===== config.mk =====
export PLATFORM = sky130hd
export DESIGN_NAME = ece_out
export DESIGN_NICKNAME = d
export VERILOG_FILES = /design/src/sv/assert_macros.svh /design/src/sv/ece_pkg.sv /design/src/sv/ece_out.sv
export SDC_FILE = /design/constraint.sdc
export NUM_CORES = 1
export LEC_CHECK = 0
export ABC_AREA = 0
export BUFFER_PORTS_ARGS = -buffer_cell sky130_fd_sc_hd__buf_2
export CAP_MARGIN = 20
export CORE_ASPECT_RATIO = 1.25
export CORE_MARGIN = 5
export CORE_UTILIZATION = 40
export DETAILED_ROUTE_END_ITERATION = 10
export GPL_ROUTABILITY_DRIVEN = 0
export PLACE_DENSITY = 0.63
export SYNTH_ARGS = -nofsm -noshare
export SYNTH_HDL_FRONTEND = slang
export SYNTH_SLANG_ARGS = --single-unit

===== constraint.sdc =====
create_clock -name clk -period 1.75 [get_ports clk]
set_input_delay 0 -clock clk [delete_from_list [all_inputs] [get_ports clk]]
set_output_delay 0 -clock clk [all_outputs]
set_load 0.05 [all_outputs]

===== src/sv/assert_macros.svh =====
// Shared assertion shorthands, clocked on the rising edge and held off in reset.
`ifndef ASSERT_MACROS_SVH
`define ASSERT_MACROS_SVH

// Same-cycle implication.
`define ASSERT_IMPL(label, clk, rst_n, ante, cons) \
    label: assert property (@(posedge clk) disable iff (!rst_n) (ante) |-> (cons)) \
        else $error("assertion failed");

// Next-cycle implication.
`define ASSERT_NEXT(label, clk, rst_n, ante, cons) \
    label: assert property (@(posedge clk) disable iff (!rst_n) (ante) |=> (cons)) \
        else $error("assertion failed");

`endif


===== src/sv/ece_pkg.sv =====
package ece_pkg;

    localparam int FRAC_BITS = 16;
    localparam int KIND_W    = 5;
    localparam int PROG_W    = FRAC_BITS + 1;
    localparam int DATA_W    = 38;
    localparam int NUM_REGS  = 4;
    localparam int NUM_CELLS = 28;
    localparam int IDX_W     = $clog2(NUM_CELLS);

    localparam logic [KIND_W-1:0] KIND_LINEAR  = KIND_W'(0);
    localparam logic [KIND_W-1:0] KIND_SMOOTH  = KIND_W'(1);
    localparam logic [KIND_W-1:0] KIND_SMOOTH5 = KIND_W'(2);
    localparam logic [KIND_W-1:0] KIND_SMOOTH7 = KIND_W'(3);
    localparam logic [KIND_W-1:0] KIND_COS_IO  = KIND_W'(4);
    localparam logic [KIND_W-1:0] KIND_SIN_IN  = KIND_W'(5);
    localparam logic [KIND_W-1:0] KIND_SIN_OUT = KIND_W'(6);
    localparam logic [KIND_W-1:0] KIND_LAST    = KIND_W'(18);

    localparam logic [PROG_W-1:0] ONE_FB = PROG_W'(1) << FRAC_BITS;
    localparam logic [DATA_W-1:0] ONE31  = DATA_W'(64'd1 << 31);
    localparam logic [DATA_W-1:0] HALF31 = DATA_W'(64'd1 << 30);
    localparam logic [DATA_W-1:0] RND31  = DATA_W'(64'd1 << (30 - FRAC_BITS));

    localparam logic [DATA_W-1:0] M_272 = DATA_W'((64'd1 << 34) / 64'd272);
    localparam logic [DATA_W-1:0] M_210 = DATA_W'((64'd1 << 34) / 64'd210);
    localparam logic [DATA_W-1:0] M_156 = DATA_W'((64'd1 << 34) / 64'd156);
    localparam logic [DATA_W-1:0] M_110 = DATA_W'((64'd1 << 34) / 64'd110);
    localparam logic [DATA_W-1:0] M_72  = DATA_W'((64'd1 << 34) / 64'd72);
    localparam logic [DATA_W-1:0] M_42  = DATA_W'((64'd1 << 34) / 64'd42);
    localparam logic [DATA_W-1:0] M_20  = DATA_W'((64'd1 << 34) / 64'd20);
    localparam logic [DATA_W-1:0] M_6   = DATA_W'((64'd1 << 34) / 64'd6);

    typedef enum logic [2:0] {
        OP_NOP,
        OP_MUL,
        OP_MULCAP,
        OP_KSUB,
        OP_RECIP,
        OP_CORR
    } op_t;

    typedef enum logic [2:0] {
        SEL_R0,
        SEL_R1,
        SEL_R2,
        SEL_R3,
        SEL_K
    } sel_t;

    typedef enum logic [4:0] {
        K_ZERO, K_ONE, K_2, K_3, K_6, K_10, K_15, K_20, K_35, K_70, K_84, K_PIH,
        K_M0, K_M1, K_M2, K_M3, K_M4, K_M5, K_M6, K_M7,
        K_D0, K_D1, K_D2, K_D3, K_D4, K_D5, K_D6, K_D7
    } kidx_t;

    typedef enum logic [2:0] {
        FIN_PLAIN,
        FIN_MIRROR,
        FIN_DOUBLE,
        FIN_INV,
        FIN_HALF,
        FIN_HALF_INV
    } fin_t;

    typedef enum logic [1:0] {
        DIR_IN,
        DIR_OUT,
        DIR_INOUT
    } dir_t;

    typedef struct packed {
        op_t        op;
        logic [1:0] dst;
        sel_t       sa;
        sel_t       sb;
        kidx_t      ka;
        kidx_t      kb;
        kidx_t      kc;
    } instr_t;

    typedef struct packed {
        logic [KIND_W-1:0]                   kind;
        logic                                err;
        logic                                zero;
        logic                                one;
        fin_t                                fin;
        logic [NUM_REGS-1:0][DATA_W-1:0]     r;
    } stage_t;

    localparam kidx_t SIN_RECIP [8] = '{K_M0, K_M1, K_M2, K_M3, K_M4, K_M5, K_M6, K_M7};
    localparam kidx_t SIN_DIV   [8] = '{K_D0, K_D1, K_D2, K_D3, K_D4, K_D5, K_D6, K_D7};

    function automatic logic [DATA_W-1:0] kval(kidx_t k);
        logic [DATA_W-1:0] v;
        unique case (k)
            K_ZERO:  v = '0;
            K_ONE:   v = ONE31;
            K_2:     v = DATA_W'(64'd2 << 31);
            K_3:     v = DATA_W'(64'd3 << 31);
            K_6:     v = DATA_W'(64'd6 << 31);
            K_10:    v = DATA_W'(64'd10 << 31);
            K_15:    v = DATA_W'(64'd15 << 31);
            K_20:    v = DATA_W'(64'd20 << 31);
            K_35:    v = DATA_W'(64'd35 << 31);
            K_70:    v = DATA_W'(64'd70 << 31);
            K_84:    v = DATA_W'(64'd84 << 31);
            K_PIH:   v = DATA_W'(64'hC90FDAA2);
            K_M0:    v = M_272;
            K_M1:    v = M_210;
            K_M2:    v = M_156;
            K_M3:    v = M_110;
            K_M4:    v = M_72;
            K_M5:    v = M_42;
            K_M6:    v = M_20;
            K_M7:    v = M_6;
            K_D0:    v = DATA_W'(272);
            K_D1:    v = DATA_W'(210);
            K_D2:    v = DATA_W'(156);
            K_D3:    v = DATA_W'(110);
            K_D4:    v = DATA_W'(72);
            K_D5:    v = DATA_W'(42);
            K_D6:    v = DATA_W'(20);
            K_D7:    v = DATA_W'(6);
            default: v = '0;
        endcase
        return v;
    endfunction

    function automatic logic [2:0] pow_order(logic [KIND_W-1:0] kind);
        logic [2:0] n;
        unique case (kind)
            KIND_W'(7), KIND_W'(8), KIND_W'(9):    n = 3'd2;
            KIND_W'(10), KIND_W'(11), KIND_W'(12): n = 3'd3;
            KIND_W'(13), KIND_W'(14), KIND_W'(15): n = 3'd4;
            KIND_W'(16), KIND_W'(17), KIND_W'(18): n = 3'd5;
            default:                               n = 3'd1;
        endcase
        return n;
    endfunction

    function automatic dir_t pow_dir(logic [KIND_W-1:0] kind);
        dir_t d;
        unique case (kind)
            KIND_W'(7), KIND_W'(10), KIND_W'(13), KIND_W'(16): d = DIR_IN;
            KIND_W'(8), KIND_W'(11), KIND_W'(14), KIND_W'(17): d = DIR_OUT;
            default:                                           d = DIR_INOUT;
        endcase
        return d;
    endfunction

    function automatic instr_t mk(op_t op, logic [1:0] dst, sel_t sa, sel_t sb,
                                  kidx_t ka, kidx_t kb, kidx_t kc);
        instr_t ins;
        ins.op  = op;
        ins.dst = dst;
        ins.sa  = sa;
        ins.sb  = sb;
        ins.ka  = ka;
        ins.kb  = kb;
        ins.kc  = kc;
        return ins;
    endfunction

    // Per-kind program: the operation that cell idx applies.
    function automatic instr_t prog(logic [KIND_W-1:0] kind, logic [IDX_W-1:0] idx);
        instr_t ins;
        ins = mk(OP_NOP, 2'd0, SEL_R0, SEL_R0, K_ZERO, K_ZERO, K_ZERO);
        if (kind == KIND_SMOOTH) begin
            if (idx == IDX_W'(0))
                ins = mk(OP_MUL, 2'd2, SEL_R0, SEL_R0, K_ZERO, K_ZERO, K_ZERO);
            else if (idx == IDX_W'(1))
                ins = mk(OP_KSUB, 2'd3, SEL_K, SEL_R0, K_2, K_ZERO, K_3);
            else if (idx == IDX_W'(2))
                ins = mk(OP_MUL, 2'd1, SEL_R3, SEL_R2, K_ZERO, K_ZERO, K_ZERO);
        end else if (kind == KIND_SMOOTH5) begin
            if (idx == IDX_W'(0))
                ins = mk(OP_MUL, 2'd2, SEL_R0, SEL_R0, K_ZERO, K_ZERO, K_ZERO);
            else if (idx == IDX_W'(1))
                ins = mk(OP_MUL, 2'd2, SEL_R2, SEL_R0, K_ZERO, K_ZERO, K_ZERO);
            else if (idx == IDX_W'(2))
                ins = mk(OP_KSUB, 2'd3, SEL_K, SEL_R0, K_6, K_ZERO, K_15);
            else if (idx == IDX_W'(3))
                ins = mk(OP_KSUB, 2'd3, SEL_R3, SEL_R0, K_ZERO, K_ZERO, K_10);
            else if (idx == IDX_W'(4))
                ins = mk(OP_MUL, 2'd1, SEL_R3, SEL_R2, K_ZERO, K_ZERO, K_ZERO);
        end else if (kind == KIND_SMOOTH7) begin
            if (idx == IDX_W'(0))
                ins = mk(OP_MUL, 2'd2, SEL_R0, SEL_R0, K_ZERO, K_ZERO, K_ZERO);
            else if (idx == IDX_W'(1))
                ins = mk(OP_MUL, 2'd2, SEL_R2, SEL_R2, K_ZERO, K_ZERO, K_ZERO);
            else if (idx == IDX_W'(2))
                ins = mk(OP_KSUB, 2'd3, SEL_K, SEL_R0, K_20, K_ZERO, K_70);
            else if (idx == IDX_W'(3))
                ins = mk(OP_KSUB, 2'd3, SEL_R3, SEL_R0, K_ZERO, K_ZERO, K_84);
            else if (idx == IDX_W'(4))
                ins = mk(OP_KSUB, 2'd3, SEL_R3, SEL_R0, K_ZERO, K_ZERO, K_35);
            else if (idx == IDX_W'(5))
                ins = mk(OP_MUL, 2'd1, SEL_R3, SEL_R2, K_ZERO, K_ZERO, K_ZERO);
        end else if (kind == KIND_COS_IO || kind == KIND_SIN_IN || kind == KIND_SIN_OUT) begin
            if (idx == IDX_W'(0))
                ins = mk(OP_MUL, 2'd0, SEL_R0, SEL_K, K_ZERO, K_PIH, K_ZERO);
            else if (idx == IDX_W'(1))
                ins = mk(OP_MUL, 2'd2, SEL_R0, SEL_R0, K_ZERO, K_ZERO, K_ZERO);
            else if (idx == IDX_W'(26))
                ins = mk(OP_MULCAP, 2'd1, SEL_R0, SEL_R1, K_ZERO, K_ZERO, K_ZERO);
            else if (idx == IDX_W'(27)) begin
                if (kind != KIND_SIN_OUT)
                    ins = mk(OP_MUL, 2'd1, SEL_R1, SEL_R1, K_ZERO, K_ZERO, K_ZERO);
            end else begin
                for (int i = 0; i < 8; i++) begin
                    if (idx == IDX_W'(2 + 3 * i))
                        ins = mk(OP_MUL, 2'd3, SEL_R2, SEL_R1, K_ZERO, K_ZERO, K_ZERO);
                    else if (idx == IDX_W'(3 + 3 * i))
                        ins = mk(OP_RECIP, 2'd1, SEL_R3, SEL_K, K_ZERO, SIN_RECIP[i],
                                 K_ZERO);
                    else if (idx == IDX_W'(4 + 3 * i))
                        ins = mk(OP_CORR, 2'd1, SEL_R3, SEL_R1, K_ZERO, SIN_DIV[i],
                                 K_ZERO);
                end
            end
        end else if (kind > KIND_SIN_OUT && kind <= KIND_LAST) begin
            if ({1'b0, idx} < (IDX_W + 1)'(pow_order(kind) - 3'd1))
                ins = mk(OP_MUL, 2'd1, SEL_R1, SEL_R0, K_ZERO, K_ZERO, K_ZERO);
        end
        return ins;
    endfunction

endpackage


===== src/sv/ece_out.sv =====
module ece_out (
    input  logic                       clk,
    input  logic                       rst_n,
    input  logic                       adv,
    input  logic                       in_valid,
    input  ece_pkg::stage_t            in_stage,
    output logic                       valid,
    output logic [ece_pkg::PROG_W-1:0] eased_value,
    output logic                       range_error
);

    logic [ece_pkg::DATA_W-1:0] v;
    logic [ece_pkg::DATA_W-1:0] lower;
    logic [ece_pkg::DATA_W-1:0] shaped;
    logic [ece_pkg::DATA_W-1:0] capped;
    logic [ece_pkg::DATA_W-1:0] rounded;
    logic [ece_pkg::PROG_W-1:0] val;
    logic                       valid_reg;
    logic                       valid_next;
    logic [ece_pkg::PROG_W-1:0] value_reg;
    logic [ece_pkg::PROG_W-1:0] value_next;
    logic                       err_reg;
    logic                       err_next;

    assign v     = in_stage.r[1];
    assign lower = (v > ece_pkg::ONE31) ? ece_pkg::ONE31 : v;

    always_comb
    begin
        unique case (in_stage.fin)
            ece_pkg::FIN_MIRROR:   shaped = ece_pkg::ONE31 - lower;
            ece_pkg::FIN_DOUBLE:   shaped = v << 1;
            ece_pkg::FIN_INV:      shaped = ece_pkg::ONE31 - v;
            ece_pkg::FIN_HALF:     shaped = v >> 1;
            ece_pkg::FIN_HALF_INV: shaped = ece_pkg::ONE31 - (v >> 1);
            default:               shaped = v;
        endcase
        capped  = (shaped > ece_pkg::ONE31) ? ece_pkg::ONE31 : shaped;
        rounded = (capped + ece_pkg::RND31) >> (31 - ece_pkg::FRAC_BITS);
        val     = (rounded > ece_pkg::DATA_W'(ece_pkg::ONE_FB)) ? ece_pkg::ONE_FB
                                                                : rounded[ece_pkg::PROG_W-1:0];
        priority if (in_stage.err)
        begin
            value_next = '0;
        end
        else if (in_stage.zero)
        begin
            value_next = '0;
        end
        else if (in_stage.one)
        begin
            value_next = ece_pkg::ONE_FB;
        end
        else
        begin
            value_next = val;
        end
        err_next   = in_stage.err;
        valid_next = adv ? in_valid : valid_reg;
    end

    always_ff @(posedge clk or negedge rst_n)
    begin
        if (!rst_n)
        begin
            valid_reg <= 1'b0;
        end
        else
        begin
            valid_reg <= valid_next;
        end
    end

    always_ff @(posedge clk)
    begin
        if (adv)
        begin
            value_reg <= value_next;
            err_reg   <= err_next;
        end
    end

    assign valid       = valid_reg;
    assign eased_value = value_reg;
    assign range_error = err_reg;

endmodule


# After elaboration in Yosys (flattened, before gate mapping)
# Index checks and enable logic that the tools add are counted.
# Widths: inputs -> output; s select.
# classes
reduce_logical	2
n_mux	5
eq_ne	5
add_sub_neg	4
n_lt_le_gt_ge	3
# op_table
cell	count
$pmux 38 s5	1
$gt 38x32->1 const B	2
$mux 38	2
$sub 32x38->38 const A	2
$add 38x15->38 const B	1
$sub 32x37->38 const A	1
$mux 17	2
$gt 23x17->1 const B	1
$eq 3x2->1 const B	2
$eq 3x3->1 const B	2
$reduce_or 4->1	1
$eq 3x1->1 const B	1
$reduce_or 2->1	1
# totals
elab_cells	23
input_bits	167
register_bits	19

# Depth between registers and ports, before layout
# depth
depth_word	10
mapped_depth	30
mapped_depth_nobuf	25

# Worst setup path before layout
# No wires, ideal clock.
# synth_path
path_kind	input port to flip-flop
from	input in_stage[43] in the netlist's numbering
to	register value_reg, in the netlist eased_value[7], data pin
setup_slack_ps	-5076
t_required_ps	1560
arrival_time_ps	6636
setup_time_ps	190
stages	29
cell_sequence	buf_6 -> or4_4 -> or4_1 -> buf_4 -> o31ai_4 -> and2_1 -> a22oi_1 -> ha_1 -> and3_1 -> and4b_1 -> clkbuf_1 -> and4_1 -> o32a_1 -> a2111oi_0 -> nand4_1 -> or4_1 -> a211o_1 -> buf_6 -> nor2b_1 -> ha_1 -> inv_1 -> nor2_1 -> and2_1 -> buf_2 -> nand2_1 -> or4_1 -> a211oi_1 -> a31oi_1 -> a2111oi_2
# synth_via
elab_chain_cells	9
elab_cells_between_ends	11
classes_between	add/sub (4); order compare (3); mux (3); reduce/logical (1)
# synth_lines
element	line_no	rtl
from (decl)	ece_out.sv:6	input ece_pkg::stage_t in_stage,
$gt 38x32->1	ece_out.sv:26	assign lower = (v > ece_pkg::ONE31) ? ece_pkg::ONE31 : v;
$mux 38	ece_out.sv:26	
$sub 32x38->38	ece_out.sv:31	ece_pkg::FIN_MIRROR: shaped = ece_pkg::ONE31 - lower;
$pmux 38 s5 *	ece_out.sv:30	unique case (in_stage.fin)
$gt 38x32->1	ece_out.sv:38	capped = (shaped > ece_pkg::ONE31) ? ece_pkg::ONE31 : shaped;
$mux 38 *	ece_out.sv:38	
$add 38x15->38 *	ece_out.sv:39	rounded = (capped + ece_pkg::RND31) >> (31 - ece_pkg::FRAC_BITS);
$gt 23x17->1	ece_out.sv:40	val = (rounded > ece_pkg::DATA_W'(ece_pkg::ONE_FB)) ? ece_pkg::ONE_FB
$reduce_or 4->1 (no source line)	-	
to (signal assigned)	ece_out.sv:78	value_reg <= value_next;
to (decl)	ece_out.sv:20	logic [ece_pkg::PROG_W-1:0] value_reg;
# Every way passes the cells marked *; elsewhere a longest branch is shown, timed or not.
# A chain may end at the register's enable or synchronous reset.

# Worst setup path after layout
# layout_path
from	input in_stage[42] in the netlist's numbering
to	register value_reg, in the netlist eased_value[7], data pin
# Same word-level chain as after synthesis.

==> summary.txt <==
status: complete, but fails checks
failing checks: setup timing
Final WS setup: -3.99 ns
ys flop type: edfxtp_1
CP arrival: 5.80 ns
FF-to-FF setup slack: 1.01 ns
clock transition at the registers of the reported paths: 0.05 ns
Antenna diodes: 0
Slew Limit Fails: 0
Multi-input gate area: 4670 um2
WL final: 26.0 mm
reg2reg path depth: 1
DR vias/cell: 6.45
# fillers: 1,207
pwr dens: 375 nW/um2
area leader, netlist: edfxtp_1
Post-synth EDFFs: 18
global-route wire length before repair: 40.5 mm
Reg-to-Reg Start: valid
most frequent cells in the layout: 316 x buf_4, 65 x buf_2, 62 x nand2_1
DRT Pass-1 Iters: 6
data required time at the worst endpoint: 1.81 ns
initial antenna violation count: 0
count of cell types in the netlist: 88
nets: 1,297
total of max-cap violations: 0
die area: 15,900 um2
Mean Syn Cell Area: 6.72 um2
synthesis-to-layout area growth: 56.4%
Residual DRC: 0
CTS Buf Count: 3
max reg flops: 17
vias in the first global route: 7,958
Remaining Overflow, GRT: 0
wire per inst: 20.1 um
share of cells above drive strength 1: 41.6%
Max FO, Critical Path: 6
I/O pins: 186
Mapped Nets: 974
Setup crit end kind: register
worst hold path type: input pin to asynchronous set/reset pin
Slew @ Worst Pin: 0.926 ns
Synth Instances: 804
core area: 13,200 um2
clock skew: 0 ns
static leakage: 3.51 nW
most common cell after layout, fill and taps aside: buf_4
Yosys reg bits: 19
Starting Density: 40.8%
Via Count: 8,371
YS warnings: 0
Skew-Pair Late Insertion Delay: 0.25 ns
drt first-iter violations: 1,104
CTS sink cnt: 19
r2r endpoint: valid
CTS H-tree lvls: 1
die width: 114 um
CTS tree: yes
Max Buffers Root-to-Sink: 2
Synth Cell Area: 5400 um2
Tmin final: 5.74 ns
Post-Route Utilization: 63.9%
Crit Path Class: input pin to register
Routed Antenna Nets: 0
top cells by area, synth: edfxtp_1 10%, o21ai_0 5.4%, a21oi_1 5.3%
worst rel slew slack: 37.8%
RSZ-0062 raised after global routing: yes
Place WS: -4.33 ns
share of the synthesized area in the top cell type: 10.0%
final-report hold violation count: 0
max frequency: 174 MHz
DP HPWL: 20.1 mm
Setup-failing EPs final: 17
die height: 140 um
maximum vdd drop: 0.000551 V
FFs w/ async S/R, synth: 5.26%
crit start category: input pin
register area: 566 um2
CTS root buffer: clkbuf_16
row cnt: 47
Final Cycle Share: 328%
sequential share of the synthesized area: 10.5%
hold_ws: 0.0508 ns
I/O Buffers: 66
largest net degree at the start of global routing: 42
Total GRT Usage: 31.0%
## kinds of logic after synthesis
family / count (synthesis) / synth area share, %
buffers and inverters: 97 / 7.32
and+or+nand+nor: 341 / 35.2
xor gates and xnor gates: 22 / 3.57
muxes: 12 / 2.32
AOI/OAI and AO/OA: 310 / 40.5
DFF: 19 / 10.5
adders and majority gates: 3 / 0.695
## synthesized netlist by cell type, drive strengths merged, types with 16 or more instances
cell type / count
edfxtp: 18
o21ai: 63
clkbuf: 60
nor4: 30
xnor2: 17
a21oi: 57
nand4: 16
a31oi: 20
nand2: 65
inv: 21
or4: 19
and2: 16
nand3: 26
nor3: 44
nor2: 56
## area by class of cell
class                   count  area share [%]
flip-flops and latches     19            6.69
multi-input cells         688            55.3
well taps                 171            2.53
clock buffers               4           0.933
repair buffers            393            33.6
inverters                  22           0.977
## per-stage QoR
step | power [mW] | cells | cell area, um2 | TNS (ns)
2_1_floorplan | 1.59 | 804 | 5510 | -58.40
3_5_place_dp | 2.55 | 1276 | 8070 | -61.61
3_3_place_gp | 2.52 | 1276 | 8070 | -58.79
6_report | 3.17 | 1297 | 8450 | -57.97
5_1_grt | 3.32 | 1297 | 8450 | -61.56
4_1_cts | 3.07 | 1292 | 8370 | -54.94
## timing repair
item / 4_1_cts / 5_1_grt
pin swaps: 9 / 12
endpoints found under the hold margin: 3 / 0
cloned: 0 / 0
setup buffers: 30 / 7
endpoints found under the setup margin: 17 / 17
hold buffers: 3 / 0
resized for setup: 27 / 12
## critical path, stage by stage
cell and delay [ns]:
buf_6 0.09, or4_4 0.53, or4_4 0.58, o31ai_4 0.20
and2_4 0.19, a22oi_1 0.08, ha_2 0.19, and3_4 0.15
and4b_2 0.29, and4_1 0.16, o32a_1 0.35, a2111oi_2 0.22
nand4_1 0.17, or4_1 0.51, a211o_1 0.31, nor2b_1 0.14
ha_2 0.20, inv_2 0.05, nor2_4 0.10, and2_4 0.18
nand2_2 0.07, or4_4 0.44, a211oi_4 0.25, a31oi_4 0.12
a2111oi_2 0.22
## where the power goes
| part | total [mW] | internal (mW) | switching (mW) |
|---|---|---|---|
| clock | 0.462 | 0.310 | 0.152 |
| combinational | 2.17 | 0.969 | 1.21 |
| sequential | 0.529 | 0.523 | 0.00555 |
| total | 3.17 | 1.80 | 1.36 |
## how the worst max path moves through the flow
stage,from,to,slack [ns],cells past startpoint
floorplan,in_stage[43],eased_value[7],-4.34,29
global placement,in_stage[42],eased_value[7],-4.13,25
detailed placement,in_stage[42],eased_value[7],-4.33,24
CTS,in_stage[42],eased_value[7],-3.89,25
global route,in_stage[42],eased_value[7],-4.28,25
finish,in_stage[42],eased_value[7],-3.99,25
## routing by layer
layer	vias up	track usage, %	share of wire, %
li1	3813	-	-
met1	3814	35.5	36
met2	539	51.4	45
met3	205	4.14	8.6
met4	0	24.1	10
met5	-	0	0
No activity file was read; power rests on OpenSTA's default activity.
