### config.mk
export PLATFORM = sky130hd
export DESIGN_NAME = ece_cell
export DESIGN_NICKNAME = d
export VERILOG_FILES = /design/src/sv/assert_macros.svh /design/src/sv/ece_pkg.sv /design/src/sv/ece_cell.sv
export SDC_FILE = /design/constraint.sdc
export NUM_CORES = 2
export LEC_CHECK = 0
export BUFFER_PORTS_ARGS = -buffer_cell sky130_fd_sc_hd__buf_2
export CAP_MARGIN = 40
export CORE_ASPECT_RATIO = 0.5
export CORE_UTILIZATION = 60
export CTS_BUF_LIST = sky130_fd_sc_hd__clkbuf_16
export DETAILED_ROUTE_END_ITERATION = 10
export PLACE_DENSITY = 0.78
export SKIP_LAST_GASP = 1
export SYNTH_ARGS = -nofsm -noshare
export SYNTH_HDL_FRONTEND = slang
export SYNTH_MEMORY_MAX_BITS = 65536
export SYNTH_SLANG_ARGS = --single-unit
export TNS_END_PERCENT = 100
### constraint.sdc
create_clock -name clk -period 2 [get_ports clk]
set_clock_uncertainty 0.2 [all_clocks]
set_input_delay 0.1 -clock clk [delete_from_list [all_inputs] [get_ports clk]]
set_output_delay 0.1 -clock clk [all_outputs]
set_load 0.02 [all_outputs]
### src/sv/assert_macros.svh
// Shared assertion shorthands, clocked on the rising edge and held off in reset.
`ifndef ASSERT_MACROS_SVH
`define ASSERT_MACROS_SVH

// Same-cycle implication.
`define ASSERT_IMPL(label, clk, rst_n, ante, cons) \
    label: assert property (@(posedge clk) disable iff (!rst_n) (ante) |-> (cons)) \
        else $error("assertion failed");

// Next-cycle implication.
`define ASSERT_NEXT(label, clk, rst_n, ante, cons) \
    label: assert property (@(posedge clk) disable iff (!rst_n) (ante) |=> (cons)) \
        else $error("assertion failed");

`endif

### src/sv/ece_pkg.sv
package ece_pkg;

    localparam int FRAC_BITS = 16;
    localparam int KIND_W    = 5;
    localparam int PROG_W    = FRAC_BITS + 1;
    localparam int DATA_W    = 38;
    localparam int NUM_REGS  = 4;
    localparam int NUM_CELLS = 28;
    localparam int IDX_W     = $clog2(NUM_CELLS);

    localparam logic [KIND_W-1:0] KIND_LINEAR  = KIND_W'(0);
    localparam logic [KIND_W-1:0] KIND_SMOOTH  = KIND_W'(1);
    localparam logic [KIND_W-1:0] KIND_SMOOTH5 = KIND_W'(2);
    localparam logic [KIND_W-1:0] KIND_SMOOTH7 = KIND_W'(3);
    localparam logic [KIND_W-1:0] KIND_COS_IO  = KIND_W'(4);
    localparam logic [KIND_W-1:0] KIND_SIN_IN  = KIND_W'(5);
    localparam logic [KIND_W-1:0] KIND_SIN_OUT = KIND_W'(6);
    localparam logic [KIND_W-1:0] KIND_LAST    = KIND_W'(18);

    localparam logic [PROG_W-1:0] ONE_FB = PROG_W'(1) << FRAC_BITS;
    localparam logic [DATA_W-1:0] ONE31  = DATA_W'(64'd1 << 31);
    localparam logic [DATA_W-1:0] HALF31 = DATA_W'(64'd1 << 30);
    localparam logic [DATA_W-1:0] RND31  = DATA_W'(64'd1 << (30 - FRAC_BITS));

    localparam logic [DATA_W-1:0] M_272 = DATA_W'((64'd1 << 34) / 64'd272);
    localparam logic [DATA_W-1:0] M_210 = DATA_W'((64'd1 << 34) / 64'd210);
    localparam logic [DATA_W-1:0] M_156 = DATA_W'((64'd1 << 34) / 64'd156);
    localparam logic [DATA_W-1:0] M_110 = DATA_W'((64'd1 << 34) / 64'd110);
    localparam logic [DATA_W-1:0] M_72  = DATA_W'((64'd1 << 34) / 64'd72);
    localparam logic [DATA_W-1:0] M_42  = DATA_W'((64'd1 << 34) / 64'd42);
    localparam logic [DATA_W-1:0] M_20  = DATA_W'((64'd1 << 34) / 64'd20);
    localparam logic [DATA_W-1:0] M_6   = DATA_W'((64'd1 << 34) / 64'd6);

    typedef enum logic [2:0] {
        OP_NOP,
        OP_MUL,
        OP_MULCAP,
        OP_KSUB,
        OP_RECIP,
        OP_CORR
    } op_t;

    typedef enum logic [2:0] {
        SEL_R0,
        SEL_R1,
        SEL_R2,
        SEL_R3,
        SEL_K
    } sel_t;

    typedef enum logic [4:0] {
        K_ZERO, K_ONE, K_2, K_3, K_6, K_10, K_15, K_20, K_35, K_70, K_84, K_PIH,
        K_M0, K_M1, K_M2, K_M3, K_M4, K_M5, K_M6, K_M7,
        K_D0, K_D1, K_D2, K_D3, K_D4, K_D5, K_D6, K_D7
    } kidx_t;

    typedef enum logic [2:0] {
        FIN_PLAIN,
        FIN_MIRROR,
        FIN_DOUBLE,
        FIN_INV,
        FIN_HALF,
        FIN_HALF_INV
    } fin_t;

    typedef enum logic [1:0] {
        DIR_IN,
        DIR_OUT,
        DIR_INOUT
    } dir_t;

    typedef struct packed {
        op_t        op;
        logic [1:0] dst;
        sel_t       sa;
        sel_t       sb;
        kidx_t      ka;
        kidx_t      kb;
        kidx_t      kc;
    } instr_t;

    typedef struct packed {
        logic [KIND_W-1:0]                   kind;
        logic                                err;
        logic                                zero;
        logic                                one;
        fin_t                                fin;
        logic [NUM_REGS-1:0][DATA_W-1:0]     r;
    } stage_t;

    localparam kidx_t SIN_RECIP [8] = '{K_M0, K_M1, K_M2, K_M3, K_M4, K_M5, K_M6, K_M7};
    localparam kidx_t SIN_DIV   [8] = '{K_D0, K_D1, K_D2, K_D3, K_D4, K_D5, K_D6, K_D7};

    function automatic logic [DATA_W-1:0] kval(kidx_t k);
        logic [DATA_W-1:0] v;
        unique case (k)
            K_ZERO:  v = '0;
            K_ONE:   v = ONE31;
            K_2:     v = DATA_W'(64'd2 << 31);
            K_3:     v = DATA_W'(64'd3 << 31);
            K_6:     v = DATA_W'(64'd6 << 31);
            K_10:    v = DATA_W'(64'd10 << 31);
            K_15:    v = DATA_W'(64'd15 << 31);
            K_20:    v = DATA_W'(64'd20 << 31);
            K_35:    v = DATA_W'(64'd35 << 31);
            K_70:    v = DATA_W'(64'd70 << 31);
            K_84:    v = DATA_W'(64'd84 << 31);
            K_PIH:   v = DATA_W'(64'hC90FDAA2);
            K_M0:    v = M_272;
            K_M1:    v = M_210;
            K_M2:    v = M_156;
            K_M3:    v = M_110;
            K_M4:    v = M_72;
            K_M5:    v = M_42;
            K_M6:    v = M_20;
            K_M7:    v = M_6;
            K_D0:    v = DATA_W'(272);
            K_D1:    v = DATA_W'(210);
            K_D2:    v = DATA_W'(156);
            K_D3:    v = DATA_W'(110);
            K_D4:    v = DATA_W'(72);
            K_D5:    v = DATA_W'(42);
            K_D6:    v = DATA_W'(20);
            K_D7:    v = DATA_W'(6);
            default: v = '0;
        endcase
        return v;
    endfunction

    function automatic logic [2:0] pow_order(logic [KIND_W-1:0] kind);
        logic [2:0] n;
        unique case (kind)
            KIND_W'(7), KIND_W'(8), KIND_W'(9):    n = 3'd2;
            KIND_W'(10), KIND_W'(11), KIND_W'(12): n = 3'd3;
            KIND_W'(13), KIND_W'(14), KIND_W'(15): n = 3'd4;
            KIND_W'(16), KIND_W'(17), KIND_W'(18): n = 3'd5;
            default:                               n = 3'd1;
        endcase
        return n;
    endfunction

    function automatic dir_t pow_dir(logic [KIND_W-1:0] kind);
        dir_t d;
        unique case (kind)
            KIND_W'(7), KIND_W'(10), KIND_W'(13), KIND_W'(16): d = DIR_IN;
            KIND_W'(8), KIND_W'(11), KIND_W'(14), KIND_W'(17): d = DIR_OUT;
            default:                                           d = DIR_INOUT;
        endcase
        return d;
    endfunction

    function automatic instr_t mk(op_t op, logic [1:0] dst, sel_t sa, sel_t sb,
                                  kidx_t ka, kidx_t kb, kidx_t kc);
        instr_t ins;
        ins.op  = op;
        ins.dst = dst;
        ins.sa  = sa;
        ins.sb  = sb;
        ins.ka  = ka;
        ins.kb  = kb;
        ins.kc  = kc;
        return ins;
    endfunction

    // Per-kind program: the operation that cell idx applies.
    function automatic instr_t prog(logic [KIND_W-1:0] kind, logic [IDX_W-1:0] idx);
        instr_t ins;
        ins = mk(OP_NOP, 2'd0, SEL_R0, SEL_R0, K_ZERO, K_ZERO, K_ZERO);
        if (kind == KIND_SMOOTH) begin
            if (idx == IDX_W'(0))
                ins = mk(OP_MUL, 2'd2, SEL_R0, SEL_R0, K_ZERO, K_ZERO, K_ZERO);
            else if (idx == IDX_W'(1))
                ins = mk(OP_KSUB, 2'd3, SEL_K, SEL_R0, K_2, K_ZERO, K_3);
            else if (idx == IDX_W'(2))
                ins = mk(OP_MUL, 2'd1, SEL_R3, SEL_R2, K_ZERO, K_ZERO, K_ZERO);
        end else if (kind == KIND_SMOOTH5) begin
            if (idx == IDX_W'(0))
                ins = mk(OP_MUL, 2'd2, SEL_R0, SEL_R0, K_ZERO, K_ZERO, K_ZERO);
            else if (idx == IDX_W'(1))
                ins = mk(OP_MUL, 2'd2, SEL_R2, SEL_R0, K_ZERO, K_ZERO, K_ZERO);
            else if (idx == IDX_W'(2))
                ins = mk(OP_KSUB, 2'd3, SEL_K, SEL_R0, K_6, K_ZERO, K_15);
            else if (idx == IDX_W'(3))
                ins = mk(OP_KSUB, 2'd3, SEL_R3, SEL_R0, K_ZERO, K_ZERO, K_10);
            else if (idx == IDX_W'(4))
                ins = mk(OP_MUL, 2'd1, SEL_R3, SEL_R2, K_ZERO, K_ZERO, K_ZERO);
        end else if (kind == KIND_SMOOTH7) begin
            if (idx == IDX_W'(0))
                ins = mk(OP_MUL, 2'd2, SEL_R0, SEL_R0, K_ZERO, K_ZERO, K_ZERO);
            else if (idx == IDX_W'(1))
                ins = mk(OP_MUL, 2'd2, SEL_R2, SEL_R2, K_ZERO, K_ZERO, K_ZERO);
            else if (idx == IDX_W'(2))
                ins = mk(OP_KSUB, 2'd3, SEL_K, SEL_R0, K_20, K_ZERO, K_70);
            else if (idx == IDX_W'(3))
                ins = mk(OP_KSUB, 2'd3, SEL_R3, SEL_R0, K_ZERO, K_ZERO, K_84);
            else if (idx == IDX_W'(4))
                ins = mk(OP_KSUB, 2'd3, SEL_R3, SEL_R0, K_ZERO, K_ZERO, K_35);
            else if (idx == IDX_W'(5))
                ins = mk(OP_MUL, 2'd1, SEL_R3, SEL_R2, K_ZERO, K_ZERO, K_ZERO);
        end else if (kind == KIND_COS_IO || kind == KIND_SIN_IN || kind == KIND_SIN_OUT) begin
            if (idx == IDX_W'(0))
                ins = mk(OP_MUL, 2'd0, SEL_R0, SEL_K, K_ZERO, K_PIH, K_ZERO);
            else if (idx == IDX_W'(1))
                ins = mk(OP_MUL, 2'd2, SEL_R0, SEL_R0, K_ZERO, K_ZERO, K_ZERO);
            else if (idx == IDX_W'(26))
                ins = mk(OP_MULCAP, 2'd1, SEL_R0, SEL_R1, K_ZERO, K_ZERO, K_ZERO);
            else if (idx == IDX_W'(27)) begin
                if (kind != KIND_SIN_OUT)
                    ins = mk(OP_MUL, 2'd1, SEL_R1, SEL_R1, K_ZERO, K_ZERO, K_ZERO);
            end else begin
                for (int i = 0; i < 8; i++) begin
                    if (idx == IDX_W'(2 + 3 * i))
                        ins = mk(OP_MUL, 2'd3, SEL_R2, SEL_R1, K_ZERO, K_ZERO, K_ZERO);
                    else if (idx == IDX_W'(3 + 3 * i))
                        ins = mk(OP_RECIP, 2'd1, SEL_R3, SEL_K, K_ZERO, SIN_RECIP[i],
                                 K_ZERO);
                    else if (idx == IDX_W'(4 + 3 * i))
                        ins = mk(OP_CORR, 2'd1, SEL_R3, SEL_R1, K_ZERO, SIN_DIV[i],
                                 K_ZERO);
                end
            end
        end else if (kind > KIND_SIN_OUT && kind <= KIND_LAST) begin
            if ({1'b0, idx} < (IDX_W + 1)'(pow_order(kind) - 3'd1))
                ins = mk(OP_MUL, 2'd1, SEL_R1, SEL_R0, K_ZERO, K_ZERO, K_ZERO);
        end
        return ins;
    endfunction

endpackage

### src/sv/ece_cell.sv
module ece_cell (
    input  logic                       clk,
    input  logic                       rst_n,
    input  logic                       adv,
    input  logic [ece_pkg::IDX_W-1:0]  idx,
    input  logic                       in_valid,
    input  ece_pkg::stage_t            in_stage,
    output logic                       out_valid,
    output ece_pkg::stage_t            out_stage
);

    ece_pkg::instr_t             ins;
    logic [ece_pkg::DATA_W-1:0]  a;
    logic [ece_pkg::DATA_W-1:0]  b_full;
    logic [32:0]                 b;
    logic [6:0]                  a_hi;
    logic [30:0]                 a_lo;
    logic [39:0]                 hi_prod;
    logic [63:0]                 lo_prod;
    logic [40:0]                 sum;
    logic [ece_pkg::DATA_W-1:0]  prod;
    logic [8:0]                  div;
    logic [41:0]                 qd;
    logic [ece_pkg::DATA_W-1:0]  rem;
    logic [ece_pkg::DATA_W-1:0]  quo;
    logic [ece_pkg::DATA_W-1:0]  res;
    logic                        valid_reg;
    logic                        valid_next;
    ece_pkg::stage_t             stage_reg;
    ece_pkg::stage_t             stage_next;

    function automatic logic [ece_pkg::DATA_W-1:0] pick(ece_pkg::sel_t sel,
                                                        ece_pkg::kidx_t k,
                                                        ece_pkg::stage_t st);
        logic [ece_pkg::DATA_W-1:0] v;
        unique case (sel)
            ece_pkg::SEL_R0: v = st.r[0];
            ece_pkg::SEL_R1: v = st.r[1];
            ece_pkg::SEL_R2: v = st.r[2];
            ece_pkg::SEL_R3: v = st.r[3];
            default:         v = ece_pkg::kval(k);
        endcase
        return v;
    endfunction

    assign ins     = ece_pkg::prog(in_stage.kind, idx);
    assign a       = pick(ins.sa, ins.ka, in_stage);
    assign b_full  = pick(ins.sb, ins.kb, in_stage);
    assign b       = b_full[32:0];
    assign a_hi    = a[ece_pkg::DATA_W-1:31];
    assign a_lo    = a[30:0];
    assign hi_prod = 40'(a_hi) * 40'(b);
    assign lo_prod = 64'(a_lo) * 64'(b);
    assign sum     = 41'(hi_prod) + 41'(lo_prod[63:31]);
    assign prod    = sum[ece_pkg::DATA_W-1:0];

    // Constant division: estimate from the reciprocal, then fix up by at most one.
    assign div = ece_pkg::kval(ins.kb)[8:0];
    assign qd  = 42'(b) * 42'(div);
    assign rem = a - qd[ece_pkg::DATA_W-1:0];
    assign quo = ece_pkg::DATA_W'(b) +
                 ece_pkg::DATA_W'(rem >= ece_pkg::DATA_W'(div));

    always_comb
    begin
        unique case (ins.op)
            ece_pkg::OP_MUL:    res = prod;
            ece_pkg::OP_MULCAP: res = (prod > ece_pkg::ONE31) ? ece_pkg::ONE31 : prod;
            ece_pkg::OP_KSUB:   res = ece_pkg::kval(ins.kc) - prod;
            ece_pkg::OP_RECIP:  res = prod >> 3;
            ece_pkg::OP_CORR:   res = ece_pkg::ONE31 - quo;
            default:            res = '0;
        endcase
        stage_next = in_stage;
        if (ins.op != ece_pkg::OP_NOP)
        begin
            stage_next.r[ins.dst] = res;
        end
        valid_next = adv ? in_valid : valid_reg;
    end

    always_ff @(posedge clk or negedge rst_n)
    begin
        if (!rst_n)
        begin
            valid_reg <= 1'b0;
        end
        else
        begin
            valid_reg <= valid_next;
        end
    end

    always_ff @(posedge clk)
    begin
        if (adv)
        begin
            stage_reg <= stage_next;
        end
    end

    assign out_valid = valid_reg;
    assign out_stage = stage_reg;

endmodule

# Word-level counts from Yosys, hierarchy flattened
# Memory sizes are Yosys's and may differ from the RTL's.
# Index checks and enable logic that the tools add are counted.
word_totals:
  regBits: 164
  romBits: 4960
  in_bits: 172
  out_inout_bits: 164
  word_cells: 147
  n_memories: 5
op_classes:
  add_sub_neg: 6
  multipliers: 3
  magnitude_cmp: 7
  eq_ne: 45
  n_mux: 63
  n_reduce_logical: 8
mem_list:
  columns: ["memory", "words", "word_bits", "read_ports", "rd_clocked_by_memory_dff", "wr", "line", "source"]
  rows:
  - ["(no name shown)", 32, 38, 1, 0, 0, "ece_pkg.sv:96", "unique case (k)"]
  - ["(no name shown)", 32, 38, 1, 0, 0, "ece_pkg.sv:96", null]
  - ["(no name shown)", 32, 38, 1, 0, 0, "ece_pkg.sv:96", null]
  - ["(no name shown)", 32, 38, 1, 0, 0, "ece_pkg.sv:96", null]
  - ["(no name shown)", 32, 3, 1, 0, 0, "ece_pkg.sv:132", "unique case (kind)"]
ops:
  columns: ["op", "n"]
  rows:
  - ["2-to-1 mux 26 bit", 33]
  - ["2-to-1 mux 25 bit", 10]
  - ["one-hot mux 38 bit (5 select lines)", 1]
  - ["bitwise mux 152 bit", 1]
  - ["2-to-1 mux 152 bit", 1]
  - ["one-hot mux 38 bit (4 select lines)", 1]
  - ["2-to-1 mux 24 bit", 6]
  - ["one-hot mux 33 bit (4 select lines)", 1]
  - ["2-to-1 mux 38 bit", 3]
  - ["demux 38 bit (select 2 bit)", 1]
  - ["subtractor 38 bit", 2]
  - ["multiplier 31 x 33 -> 64 bit", 1]
  - ["equality test 5 bit, second input constant", 12]
  - ["equality test 5 x 4 -> 1 bit, second input constant", 8]
  - ["adder 38 x 33 -> 38 bit", 1]
  - ["greater-or-equal comparator 38 x 9 -> 1 bit", 1]
  - ["> comparator 38 x 32 -> 1 bit, second input constant", 1]
  - ["multiplier 33 x 9 -> 38 bit", 1]
  - ["multiplier 7 x 33 -> 38 bit", 1]
  - ["equality test 5 x 3 -> 1 bit, second input constant", 7]
  - ["subtractor 32 x 34 -> 35 bit, first input constant", 1]
  - ["adder 33 x 1 -> 34 bit", 1]
  - ["equality test 5 x 2 -> 1 bit, second input constant", 4]
  - ["equality test 3 x 2 -> 1 bit, second input constant", 6]
  - ["16 further kinds", 27]

# Depth between registers and ports, before layout
logic_depth:
  depth_word: 43
  mapped_depth: 77
  depth_no_buf: 71

# Worst setup path after synthesis
# Ideal clock, no wire load.
synth_path:
  path_type: "input port to flip-flop"
  startpoint: "input port in_stage[159] (netlist bit)"
  endpoint: "register stage_reg, in the netlist out_stage[107], data pin"
  setup_time_ns: 0.274
  t_arrival_ns: 16.298
  required_time_ns: 1.526
  slack_ns: -14.772
  cell_stages: 71
  path_buffers: 6
  cell_sequence: "buf_4 and2_0 clkbuf_1 nand2_1 o21ai_0 nand2b_1 ha_1 xnor2_1 ha_1 and3_1 o41a_1 o32ai_2 nor2_2 clkbuf_1 buf_2 mux2i_1 nor2_1 a221o_1 [35 not listed] a21o_1 a21oi_1 o21a_1 nand2_1 a2111oi_0 a311oi_1 ha_1 and4_1 a311oi_1 maj3_1 o221ai_1 and3_1 clkbuf_1 a311oi_1 nor2_1 xnor2_1 a221oi_1 o21ai_0"
synth_lines:
  columns: ["element", "line", "source"]
  rows:
  - ["start, declared", "ece_cell.sv:7", "input ece_pkg::stage_t in_stage,"]
  - ["end signal, assigned", "ece_cell.sv:98", "stage_reg <= stage_next;"]
  - ["end, declared", "ece_cell.sv:29", "ece_pkg::stage_t stage_reg;"]

==> metrics.yaml <==
outcome: "finished with violations"
violations: "setup timing"
clkTransAtPathRegs_ps: 80
grt_max_degree: 58
cts_buffers: 25
cp.arrival_ps: 15780
grt_overflow_total: 0
cp.required_ps: 2030
viasPerCell: 6.06
reg2reg_from: "out_valid"
synth_flop_cell: "edfxtp_1"
yosys.cell_types.count: 115
worst_slack_ps: -13750
rsz0062_at_grt: "true"
period_share: 7.87
critical_path_class: "in2reg"
via_count: 64200
area_growth_pct: 30.9
hold_viol: 0
drv_slew: 0
ant_nets: 0
ys_seq_area_frac: 0.0779
hold_path.startpoint: "in_stage[156]"
port_buffers: 335
slowest_delay_ps: 600
use_met3: 0.242
busiest_layer: "met2"
path_common_cell: "fa_1"
cts_root_buffer: "clkbuf_16"
place_congestion: 1.10
drt_iter0_drc: 8494
worst_pin_slew_ps: 952
synth-edff-count: 163
layout_commonest_cell: "buf_4"
start_kind: "primary input"
die_h_um: 231
antenna_found_initial: 25
drcViolationCount: 0
crit_start: "in_stage[159]"
netlist_instances: 7458
htreeDepth: 4
clk_latency_ps: 520
initial_utilization: 0.611
whs_ps: 91.1
endpoint_kind: "flip-flop"
drive_gt1_frac: 0.254
pin_count: 336
avgSynthCellArea_um2: 8.47
dp_hpwl_mm: 216
nets: 11100
finalSetupViolations: 152
grt_pass1_wl_mm: 399
cts.sink_count: 164
fmax_mhz: 63.5
wl_per_cell_um: 25.4
first_pass_iters: 10
layout_common_cells: "buf_4, inv_1, fa_1"
ys_seq_elements: 164
synthArstFlopShare: 0.00610
worst_slew_margin_rel: 0.361
grt.met1_usage: 0.647
drv_cap: 0
cp_max_fo: 9
wl_mm: 269
cts_tree: "done"
die_w_um: 461
fin_crit_ps: 15750
grtUsageMet2: 0.709
core_area_um2: 103000
yosys_warnings: 0
clockBufferDepth: 3
grt_pass1_vias: 65500
holdCritPathClass: "in2reg"
rows: 83
netlist_area_um2: 63200
cpMaxStageDelayCell: "fa_2"
dieArea_um2: 107000
track_usage: 0.509
[repair_timing]
item | in CTS | in global routing
resized for setup | 214 | 58
setup endpoints to repair | 152 | 152
hold buffers | 167 | 0
pin swaps | 99 | 27
gates cloned | 4 | 0
setup buffers | 74 | 18
endpoints found under the hold margin | 205 | 0
[stage by stage]
stage	TNS (ps)	cell area (um2)	setup slack, ps	utilization	instances
floorplan	-1878950	64300	-13170	-	7468
global placement	-2110780	78400	-14180	0.758	10300
detailed placement	-2175090	78400	-14490	0.758	10300
CTS	-1975060	82300	-13180	0.795	10600
global route	-2096200	82600	-14190	0.799	10600
finish	-2031230	82700	-13750	0.799	10600
[cell usage after synthesis, types with 46 or more instances]
cell         n  area share
clkbuf_1   321       0.019
fa_1      1327        0.42
xor2_1      46      0.0064
xnor2_1    103       0.014
buf_1       50      0.0030
nor3_1      51      0.0040
a21oi_1    254       0.020
inv_1     1451       0.086
nand2b_1    51      0.0051
a21o_1      89       0.011
nand3_1     60      0.0048
nand2_1   1130       0.067
mux2i_1     47      0.0074
ha_1       447       0.089
nor2_1     908       0.054
edfxtp_1   163       0.077
o21ai_0    172       0.014
[worst max-delay path, delay by kind of cell]
kind | cells | cell delay (ps)
simple gates | 12 | 1330
compound gates | 25 | 4570
fa+ha+maj | 17 | 7030
buf+inv | 14 | 1960
xor+xnor | 4 | 510
mux | 1 | 230
[kinds of logic after synthesis]
kind of cell / Yosys count / share of synthesized area
flops: 164 / 0.0779
other cells: 2 / 0.000119
xor+xnor: 151 / 0.0212
fa+ha+maj: 1776 / 0.509
compound gates: 996 / 0.108
simple gates: 2427 / 0.160
buf+inv: 1890 / 0.115
mux: 52 / 0.00834
[state kept, by name, summed over array words and instances, names as in the netlist]
name,flops
out_valid,1
out_stage,163
[layout make-up]
| cell class | instances | area, um2 |
|---|---|---|
| Multi-Input combinational cell | 5414 | 53000 |
| Fill cell | 6815 | 20800 |
| Timing Repair Buffer | 2079 | 16700 |
| Inverter | 1476 | 5610 |
| Sequential cell | 164 | 4920 |
| Tap cell | 1402 | 1750 |
| Clock buffer | 25 | 626 |
| Antenna cell | 18 | 45.0 |
| Clock inverter | 8 | 33.8 |
[path summary, 6_finish.rpt]
kind / endpoint / slack, ps / cells past startpoint
min in group asynchronous: out_valid / 240 / 3
hold reg to reg: out_valid / 320 / 1
setup / recovery: out_stage[103] / -13750 / 73
hold / removal: out_stage[156] / 90 / 2
max in group asynchronous: out_valid / 1240 / 3
setup reg to reg: out_valid / 1050 / 1
[per-layer routing]
layer / vias to the layer above / routed length (um) / share of wire
met4: 30 / 19800 / 0.074
met3: 1419 / 45800 / 0.17
met2: 5053 / 108000 / 0.40
li1: 26500 / - / -
met1: 31200 / 94900 / 0.35
met5: - / 329 / 0.0012
Power is not shown: default switching activity piles up to over one toggle a cycle in this logic, so the estimate is an artifact.
